**src/rtl/conv3x3_rgb_valid_top_assert.svh**
```systemverilog
// Assertion macros shared by the filter design.
`ifndef CONV3X3_RGB_VALID_TOP_ASSERT_SVH
`define CONV3X3_RGB_VALID_TOP_ASSERT_SVH

// Same-cycle implication, checked on every rising clock edge outside reset.
`define CV3_ASSERT_NOW(label, ante, cons) \
	label: assert property (@(posedge clk) disable iff (!arst_n) (ante) |-> (cons)) \
		else $error("conv3x3 assertion failed");

// Next-cycle implication.
`define CV3_ASSERT_NEXT(label, ante, cons) \
	label: assert property (@(posedge clk) disable iff (!arst_n) (ante) |=> (cons)) \
		else $error("conv3x3 assertion failed");

`endif

```
**src/rtl/cv3_ram.sv**
```systemverilog
module cv3_ram #(
	parameter int WIDTH = 8,
	parameter int DEPTH = 16
) (
	input  logic                     clk,
	input  logic                     we,
	input  logic [$clog2(DEPTH)-1:0] waddr,
	input  logic [WIDTH-1:0]         wdata,
	input  logic                     re,
	input  logic [$clog2(DEPTH)-1:0] raddr,
	output logic [WIDTH-1:0]         rdata
);

	logic [WIDTH-1:0] mem [DEPTH];

	// Read returns the old contents on a same-address write.
	always_ff @(posedge clk) begin
		if (we) begin
			mem[waddr] <= wdata;
		end
		if (re) begin
			rdata <= mem[raddr];
		end
	end

endmodule

```
**config.mk**
```make
export PLATFORM = sky130hd
export DESIGN_NAME = cv3_ram
export DESIGN_NICKNAME = d
export VERILOG_FILES = /design/src/rtl/conv3x3_rgb_valid_top_assert.svh /design/src/rtl/cv3_ram.sv
export SDC_FILE = /design/constraint.sdc
export NUM_CORES = 1
export LEC_CHECK = 0
export BUFFER_PORTS_ARGS = -buffer_cell sky130_fd_sc_hd__buf_4
export CAP_MARGIN = 15
export CORE_ASPECT_RATIO = 2
export CORE_MARGIN = 2
export CORE_UTILIZATION = 40
export DETAILED_ROUTE_END_ITERATION = 8
export GPL_ROUTABILITY_DRIVEN = 0
export SLEW_MARGIN = 10
export SYNTH_ARGS = -nofsm -noshare
export SYNTH_HDL_FRONTEND = slang
export SYNTH_SLANG_ARGS = --single-unit
export TNS_END_PERCENT = 1
```
**constraint.sdc**
```tcl
create_clock -name clk -period 3.6 [get_ports clk]
set_input_delay 0 -clock clk [delete_from_list [all_inputs] [get_ports clk]]
set_output_delay 0 -clock clk [all_outputs]
set_load 0.05 [all_outputs]
```
==> Word-level counts from Yosys, hierarchy flattened <==
Memory sizes are Yosys's and may differ from the RTL's. A register that Yosys moved wholly into a read port is not among the register bits.
Index checks and enable logic that the tools add are counted.
{ "op_classes": {"mux": 2} }
{ "ops": {"columns": ["op", "count"], "rows": [
  ["2-to-1 mux 1 bit", 2]
]} }
{ "word_totals": {"output_inout_bits": 8, "ram_bits": 128, "word_cells": 3, "in_bits": 19, "n_memories": 1, "register_bits": 0} }
{ "mem_list": {"columns": ["memory", "depth", "width", "rd", "rd_ports_with_merged_regs", "wr", "line_no", "rtl"], "rows": [
  ["mem", 16, 8, 1, 1, 1, "cv3_ram.sv:14", "logic [WIDTH-1:0] mem [DEPTH];"]
]} }

==> Logic depth before layout (Yosys ltp) <==
{ "depth": {"depth_word": 2, "mapped_depth": 5} }

==> Worst setup path before layout <==
Ideal clock, no wire load.
{ "synth_path": {"kind": "in2reg", "startpoint": "input waddr[2]", "endpoint": "memory mem[0][0] (enable)", "path_slack_ns": 2.107, "arrival_ns": 1.110, "stages": 2, "n_path_buf": 0, "required_time_ns": 3.217, "cell_sequence": "or3b_2 nor3_1"} }
{ "synth_rtl": {"columns": ["item", "line_no", "rtl"], "rows": [
  ["start, declared", "cv3_ram.sv:7", "input logic [$clog2(DEPTH)-1:0] waddr,"],
  ["end, declared", "cv3_ram.sv:14", null]
]} }
Straight into the memory's write port.

==> impl_metrics.json <==
{
  "outcome": "complete, no violations",
  "hold_buffers": 9,
  "whs_ns": 0.0512,
  "synth.mux.area_fraction_pct": 14.8,
  "avgRoutedWirePerCell_um": 22.9,
  "startpoint": "mem[0][3]",
  "drtIter0Drc": 146,
  "drive_above_1_share_pct": 24.4,
  "clk_pin_slew_ns": 0.05,
  "finalClockSkew_ns": 0.00559,
  "place.detailed.hpwl_um": 6530,
  "clock_latency_ns": 0.40,
  "tightest_slew_ns": 1.09,
  "rr_endpoint": "rdata[3]",
  "setup_slack_ns": 2.10,
  "pre_cts_slack_ns": 1.72,
  "die_area_mm2": 0.0141,
  "cp_max_fo": 1,
  "post_synth.cell_area_avg_um2": 22.8,
  "critPathRequiredTime_ns": 3.75,
  "dr_wl_met2_um": 5790,
  "setup_viol": 0,
  "first_global_vias": 2564,
  "max-cap-violations": 0,
  "drc_errors": 0,
  "viasPerCell": 5.48,
  "fp-row-count": 59,
  "cts_buffers": 17,
  "grt_max_degree": 33,
  "clockBufferDepth": 2,
  "reg2reg_depth": 3,
  "die_h_um": 166,
  "n_antenna_cell": 0,
  "vias": 2383,
  "syn2layout_area_growth_pct": 17.3,
  "r2r_setup_slack_ns": 2.10,
  "finalHoldViolCount": 0,
  "fin_crit_sh_pct": 41.7,
  "synth_cell_type_count": 18,
  "cp-start-kind": "flop",
  "setup_tns_ns": 0,
  "place_inst": 397,
  "final_cell_count_no_fill": 435,
  "relSlewSlack_pct": 26.6,
  "nets": 292,
  "synth_compound_area_share_pct": 2.30,
  "final_common_cell": "edfxtp_1",
  "min_path_type": "in -> reg",
  "path_class": "reg -> reg",
  "syn-cell-area_mm2": 0.00523,
  "crit_end": "rdata[3]",
  "synthAdderAreaFrac_pct": 0,
  "ant_nets": 0,
  "synth-simple-area-share_pct": 3.14,
  "synth_warnings": 0,
  "final_cell_mix": "edfxtp_1, buf_4, mux4_2, clkbuf_16, a22oi_1",
  "core-area_mm2": 0.0129,
  "synth_nets": 248,
  "grt_pass1_wl_um": 14800,
  "die_x_um": 84.8,
  "dr.max_layer_used": "met4",
  "fillCellCount": 1043,
  "end_kind": "flop",
  "wl_met1_um": 3570,
  "portBuffers": 26,
  "cts_root_buffer": "clkbuf_16",
  "synth_xor_area_share_pct": 0,
  "cts_setup_buffers": 0,
  "cts.repair.resized": 0,
  "fin_crit_ns": 1.50,
  "cts_tree": "done",
  "pwr_density_cell_mw_per_mm2": 568,
  "max_clock_freq_mhz": 667,
  "grt_usage_pct": 15.0,
  "p_leak_nw": 2.02,
  "wl_um": 9950,
  "synth_seq_cells": 136,
  "cts-htree-levels": 4,
  "r2r-start": "mem[0][3]",
  "globalRoute.totalOverflow": 0,
  "total_power_mw": 3.48,
  "firstDrtPassIters": 4,
  "cts_num_sinks": 136,
  "ys_seq_area_share_pct": 78.1,
  "synth_top_family_by_area": "multiplexers",
  "wl_met3_um": 420,
  "maxSlewViolCount": 0,
  "antenna_found_initial": 0,
  "worstPathArrival_ns": 1.65,
  "num_io_pins": 27,
  "ir_drop_mv": 0.431,
  "start_util_pct": 40.5,
  "rsz0062_at_grt": "no",
  "syn_inst": 229
}
-- power breakdown --
part           switching, mW  total, mW  internal, mW
Clock                  0.565       1.49         0.924
Sequential           0.00825       1.79          1.79
Combinational          0.119      0.197        0.0780
-- how the worst min path moves through the flow --
stage / from / end / slack [ns] / cells after the start
6_report: waddr[1] / mem[4][0] / 0.05 / 2
4_1_cts: waddr[1] / mem[4][0] / 0.04 / 2
2_1_floorplan: wdata[0] / mem[0][0] / 0.1 / 0
3_5_place_dp: re / rdata[6] / 0.29 / 1
3_3_place_gp: re / rdata[5] / 0.29 / 1
5_1_grt: waddr[1] / mem[8][7] / 0.06 / 2
-- metal layers --
metal  global-route usage (%)  vias to the layer above
met5                        0                        -
met4                     5.73                        0
met3                     4.09                       11
met2                     27.4                       82
met1                     16.3                     1226
li1                         -                     1064
-- cell usage after synthesis --
library cell	number	area (um^2)
edfxtp_1	136	4080
mux4_2	18	405
a22oi_1	16	120
mux4_1	14	368
nor2_1	13	48.8
nand2_1	9	33.8
nor3_1	4	20.0
buf_2	3	15.0
buf_6	3	33.8
clkdlybuf4s25_2	3	30.0
nand2b_1	2	12.5
nand3b_1	2	15.0
and2_1	1	6.26
and2b_1	1	7.51
buf_4	1	7.51
nand3_1	1	5.00
nor2b_1	1	6.26
or3b_2	1	8.76
-- flip-flops by register name (all words and copies together) (netlist names) --
register	cells
mem	128
rdata	8
-- final cells by class --
class	count	area, um^2	share of cell area [%]
Clock buffer	22	444	7.24
Clock inverter	7	56.3	0.918
Multi-Input combinational cell	83	1070	17.5
Tap cell	152	190	3.10
Sequential cell	136	4080	66.6
Timing Repair Buffer	35	285	4.65
-- critical path, stage by stage, from the launching register on --
cell,delay (ns)
edfxtp_1,0.38
mux4_1,0.49
a22oi_1,0.27
nand2_1,0.10
-- kinds of logic after synthesis --
| logic type | after synthesis |
|---|---|
| buffers and inverters | 10 |
| AOI/OAI and AO/OA | 16 |
| and+or+nand+nor | 35 |
| muxes | 32 |
| DFF | 136 |
-- per-stage QoR --
stage	utilization, %	instance area [um^2]
6_report	47.5	6130
5_1_grt	47.5	6130
4_1_cts	47.5	6130
3_5_place_dp	42.9	5540
3_3_place_gp	42.9	5540
2_1_floorplan	-	5230
(Power assumes the default switching activity.)
