`src/rtl/conv3x3_rgb_valid_top_assert.svh`:
```
// Assertion macros shared by the filter design.
`ifndef CONV3X3_RGB_VALID_TOP_ASSERT_SVH
`define CONV3X3_RGB_VALID_TOP_ASSERT_SVH

// Same-cycle implication, checked on every rising clock edge outside reset.
`define CV3_ASSERT_NOW(label, ante, cons) \
	label: assert property (@(posedge clk) disable iff (!arst_n) (ante) |-> (cons)) \
		else $error("conv3x3 assertion failed");

// Next-cycle implication.
`define CV3_ASSERT_NEXT(label, ante, cons) \
	label: assert property (@(posedge clk) disable iff (!arst_n) (ante) |=> (cons)) \
		else $error("conv3x3 assertion failed");

`endif

```
`src/rtl/cv3_pkg.sv`:
```
package cv3_pkg;

	localparam int LINE_MAX       = 1024;
	localparam int KERNEL_SIZE    = 3;
	localparam int COEF_FRAC_BITS = 14;

	localparam int NUM_TAPS = KERNEL_SIZE * KERNEL_SIZE;
	localparam int COL_W    = $clog2(LINE_MAX);
	localparam int ROW_W    = 12;
	localparam int LW_W     = 11;
	localparam int GEO_W    = (COL_W + 2 > ROW_W + 1) ? COL_W + 2 : ROW_W + 1;
	localparam int PIX_W    = 24;
	localparam int COEF_W   = 16;
	localparam int CFG_W    = 48;
	localparam int IDX_W    = 3;
	localparam int PROD_W   = COEF_W + 9;
	localparam int SUM_W    = PROD_W + 4;

	localparam logic [IDX_W-1:0] REG_LINE_WIDTH   = 3'd0;
	localparam logic [IDX_W-1:0] REG_FRAME_HEIGHT = 3'd1;
	localparam logic [IDX_W-1:0] REG_COEF_TOP     = 3'd2;
	localparam logic [IDX_W-1:0] REG_COEF_MID     = 3'd3;
	localparam logic [IDX_W-1:0] REG_COEF_BOT     = 3'd4;

	localparam logic [LW_W-1:0]  RST_LINE_WIDTH   = 11'd640;
	localparam logic [ROW_W-1:0] RST_FRAME_HEIGHT = 12'd480;
	localparam logic [CFG_W-1:0] RST_COEF_EDGE    = 48'd5476215686395;
	localparam logic [CFG_W-1:0] RST_COEF_MID     = 48'd8676043720676;

	typedef logic [NUM_TAPS-1:0][7:0]        tap_pix_t;
	typedef logic [NUM_TAPS-1:0][COEF_W-1:0] tap_coef_t;

endpackage

```
`src/rtl/cv3_lane.sv`:
```
module cv3_lane import cv3_pkg::*; (
	input  logic      clk,
	input  logic      en,
	input  tap_pix_t  taps,
	input  tap_coef_t coefs,
	output logic [7:0] result
);

	logic signed [PROD_W-1:0] prod_s2 [NUM_TAPS];
	logic signed [SUM_W-1:0]  sum_s3;
	logic signed [SUM_W-1:0]  sum_c;
	logic [SUM_W-COEF_FRAC_BITS-1:0] quot;

	// Multiply each tap, pixel taken as a positive signed value.
	always_ff @(posedge clk) begin
		if (en) begin
			for (int i = 0; i < NUM_TAPS; i++) begin
				prod_s2[i] <= PROD_W'($signed(coefs[i]) * $signed({1'b0, taps[i]}));
			end
		end
	end

	always_comb begin
		sum_c = '0;
		for (int i = 0; i < NUM_TAPS; i++) begin
			sum_c = sum_c + SUM_W'(prod_s2[i]);
		end
	end

	always_ff @(posedge clk) begin
		if (en) begin
			sum_s3 <= sum_c;
		end
	end

	// Drop fraction bits, clamp to 0..255.
	assign quot = sum_s3[SUM_W-1:COEF_FRAC_BITS];

	always_comb begin
		if (sum_s3[SUM_W-1]) begin
			result = 8'd0;
		end else if (quot > (SUM_W-COEF_FRAC_BITS)'(255)) begin
			result = 8'd255;
		end else begin
			result = quot[7:0];
		end
	end

endmodule

```
`config.mk`:
```
export PLATFORM = sky130hd
export DESIGN_NAME = cv3_lane
export DESIGN_NICKNAME = d
export VERILOG_FILES = /design/src/rtl/conv3x3_rgb_valid_top_assert.svh /design/src/rtl/cv3_pkg.sv /design/src/rtl/cv3_lane.sv
export SDC_FILE = /design/constraint.sdc
export NUM_CORES = 2
export LEC_CHECK = 0
export BUFFER_PORTS_ARGS = -buffer_cell sky130_fd_sc_hd__buf_2
export CAP_MARGIN = 20
export CORE_ASPECT_RATIO = 1.5
export CORE_UTILIZATION = 45
export DETAILED_ROUTE_END_ITERATION = 7
export GPL_TIMING_DRIVEN = 0
export SLEW_MARGIN = 40
export SYNTH_ARGS = -nofsm -noshare
export SYNTH_HDL_FRONTEND = slang
export SYNTH_SLANG_ARGS = --single-unit
```
`constraint.sdc`:
```
create_clock -name clk -period 9.1 [get_ports clk]
set_clock_uncertainty 0.15 [all_clocks]
set_input_delay 0.91 -clock clk [delete_from_list [all_inputs] [get_ports clk]]
set_output_delay 0.91 -clock clk [all_outputs]
set_load 0.005 [all_outputs]
```
Word level (Yosys, flattened, before mapping)
Memories as Yosys holds them, arrays and structs flattened.
Index checks and enable logic that the tools add are counted.
- add/sub/neg operators: 8
- multipliers: 9
- magnitude comparators: 1
- mux-type cells: 4
- operators with widths (operator ; number):
    $mul A16 B9 Y25 ; 9
    $add A29 B25 Y29 ; 4
    $add A28 B25 Y29 ; 1
    $add A27 B25 Y28 ; 1
    $add A26 B25 Y27 ; 1
    $add A25 B25 Y26 ; 1
    $mux W8 ; 2
    $gt A15 B8 Y1 const B ; 1
    $mux W1 ; 2
- register bits after elaboration: 29
- RAM bits: 225
- input bits: 218
- output and inout port bits: 8
- logic and storage cells: 24
- memories: 1
- memories (name ; words ; bits a word ; rd ports ; clocked after Yosys merged registers in ; write ports ; line ; RTL):
    prod_s2 ; 9 ; 25 ; 9 ; 0 ; 9 ; cv3_lane.sv:9 ; logic signed [PROD_W-1:0] prod_s2 [NUM_TAPS];

Longest topological paths before layout
- depth after elaboration: 8
- gate-level depth with buffers: 21
- depth with buffers taken out: 19

Worst setup path after synthesis
No wires, ideal clock.
- kind: input -> register
- from: input taps[1] (netlist bit)
- to: memory prod_s2[0][23] (netlist bit), data pin
- library setup time: 0.258 ns
- arrival time: 5.276 ns
- data required time: 8.692 ns
- slack: 3.416 ns
- cell stages on the path: 18
- path buffers: 1
- cell sequence: clkbuf_1 nand2_1 fa_1 inv_1 fa_1 fa_1 inv_1 fa_1 inv_1 ha_1 a21oi_1 o22ai_1 or2_1 a221oi_1 o31ai_1 or3_1 a31o_1 xor2_1
- RTL lines (item ; line ; RTL):
    start: declaration ; cv3_lane.sv:4 ; input tap_pix_t taps,
    end: declaration ; cv3_lane.sv:9 ;

==> flow_summary.toml <==
[clocking]
cts_tree = "built"
cts_made_buffers = 27
cts.sinks = 240
clkTransAtPathRegs_ps = 60
postCtsSetupRepairBufs = 0
cts_repair_resize_count = 0
cts_buffer_depth = 3
cts_root_buffer = "clkbuf_16"
clk_latency_ps = 550
ctsHoldBuffers = 0
htree_levels = 1

[yosys]
yosysTopAreaCellShare_pct = 40.35
synth_area_leaders = "fa_1 (40%), edfxtp_1 (13%), inv_1 (11%), ha_1 (11%), and2_1 (7.0%)"
syn-num-nets = 7569
ys_types = 72
synth_area_mm2 = 0.05433
synth_sequential_area_ratio_pct = 13.27
yosys.area.top_type = "fa_1"
synth_edf_count = 240
yosys_warnings = 0
syn_area_per_cell_um2 = 9.399
synthArstFlopShare_pct = 0
postSynthCellCount = 5780
synth_seq_cells = 240
synth_ff_type = "edfxtp_1"

[setup_path]
slowest_delay_ps = 560
r2r_cells = 15
crit_buf_inv = 5
worstSetupPathDepth = 18
crit_start = "taps[8]"
timing.rr.start = "prod_s2[0][179]"
critical-path-top-delay-family = "adder cells"
worstSetupPathType = "in2reg"
crit_top_cell = "fa_1"
cp-start-kind = "input pin"
endpoint_kind = "register"
cp_max_fo = 10
required_ps = 9260
critPathSlowestCell = "fa_1"
crit_chain = "buf_2 -> clkbuf_1 -> nand2_1 -> fa_1 -> inv_1 -> fa_1 -> fa_1 -> inv_1 -> fa_1 -> inv_1 -> ha_1 -> a21o_1 -> or3_1 -> o211ai_1 -> o211ai_1 -> a221oi_1 -> o21bai_1 -> xnor2_1"
critPathArrivalTime_ps = 6210

[routing]
vias = 37660
routedWlPerCell_um = 17.27
drtAntennaViolNets = 0
drtIter0Drc = 1408
routed_via_density = 4.946
drtPass1Iterations = 5
drt_wl_total_um = 131500
route.detailed.drc = 0

[floorplanning]
start_util_pct = 45.55
io_pins = 226
dieArea_mm2 = 0.1221
die_h_um = 427.5
chipWidth_um = 285.7
rows = 155
core_mm2 = 0.1193

[grt]
antenna_found_initial = 3
grt_max_degree = 82
grt_pass1_vias = 41210
grt_overflow_total = 0
grtUsageTotal_pct = 22.49
grt_pass1_wl_um = 214100

[placement]
gp_congestion = 0.8835
io_buffers = 216
hpwl_um = 116900

[sta]
worst_pin_slew_ps = 625.9
hold_violations = 0
period_share_pct = 66.52
slew_viol_final = 0
max_freq_ghz = 0.1652
tns_ps = 0
rsz0062_at_grt = "false"
slew_headroom_pct = 58.27
whs_ps = 466.7
finalCriticalPeriod_ps = 6054
setup_viol = 0

[final_layout]
layout.nets = 7817
fin_util_pct = 48.89
drive_gt1_share_pct = 4.582
layout_commonest_cell = "inv_1"
nFillCells = 11550
antennaDiodeCount = 0
final_cell_mix = "inv_1 (1664), fa_1 (1095), nand2_1 (613)"
syn_to_final_growth_pct = 7.340

[job]
cap_violations = 0

[hold_path]
hp-start = "en"
hold_path_class = "in2reg"
holdPathStages = 1

[outcome]
outcome = "finished clean"
-- worst paths after layout --
kind              slack (ps)              end
setup / recovery        3050   prod_s2[0][49]
hold / removal           470  prod_s2[0][198]
setup reg to reg        3920       sum_s3[28]
hold reg to reg         1470       sum_s3[28]
-- kinds of logic after synthesis --
kind of cell	after synthesis	synth area share [%]
simple gates	1494	13.80
flops	240	13.27
compound gates	504	6.060
mux	2	0.03915
xor+xnor	208	3.353
buf+inv	1761	12.17
fa+ha+maj	1571	51.31
-- area by class of cell --
cell class	count	area, µm²	share of cell area (%)
inverter	1664	6246	10.71
sequential	240	7207	12.36
clock inverter	15	143.9	0.2467
buffer	97	366.6	0.6287
multi-input combinational	3779	40520	69.49
timing repair buffer	219	1174	2.013
clock buffer	31	690.7	1.184
tap	1570	1964	3.369
-- state kept, by name (all words and copies together), names as in the netlist --
| name | flops |
|---|---|
| prod_s2 | 225 |
| sum_s3 | 15 |
-- per-stage QoR --
step                cell area (µm²)  std cells  setup WS (ps)
finish                        58310       7615           3046
floorplan                     54330       5780           3416
detailed placement            57470       7569           2456
global placement              57370       7566           2442
CTS                           58300       7615           2982
global route                  58310       7615           2795
-- synth_stat cells (all sizes together), types with 6 or more instances --
library cell / number
nor4: 7
fa: 1095
a221oi: 8
o31ai: 7
nand4: 14
nor2b: 31
o21bai: 18
a21oi: 166
nand2: 613
xnor2: 156
o31a: 9
o21ai: 90
and2: 609
clkbuf: 95
a21boi: 6
o211ai: 6
ha: 476
o21a: 31
edfxtp: 240
a211oi: 15
and3: 13
or3: 8
nand2b: 23
xor2: 52
nand3: 35
a31oi: 10
inv: 1664
a21o: 91
nor2: 106
nor3: 24
-- layer usage --
| layer | GRT usage (%) | vias to the layer above | share of wire (%) |
|---|---|---|---|
| met1 | 24.14 | 19130 | 36 |
| met3 | 2.053 | 224 | 3.3 |
| li1 | - | 17670 | - |
| met4 | 8.806 | 6 | 4.5 |
| met5 | 0 | - | 0.024 |
| met2 | 44.69 | 634 | 57 |
Power is not shown: default switching activity piles up to over one toggle a cycle in this logic, so the estimate is an artifact.
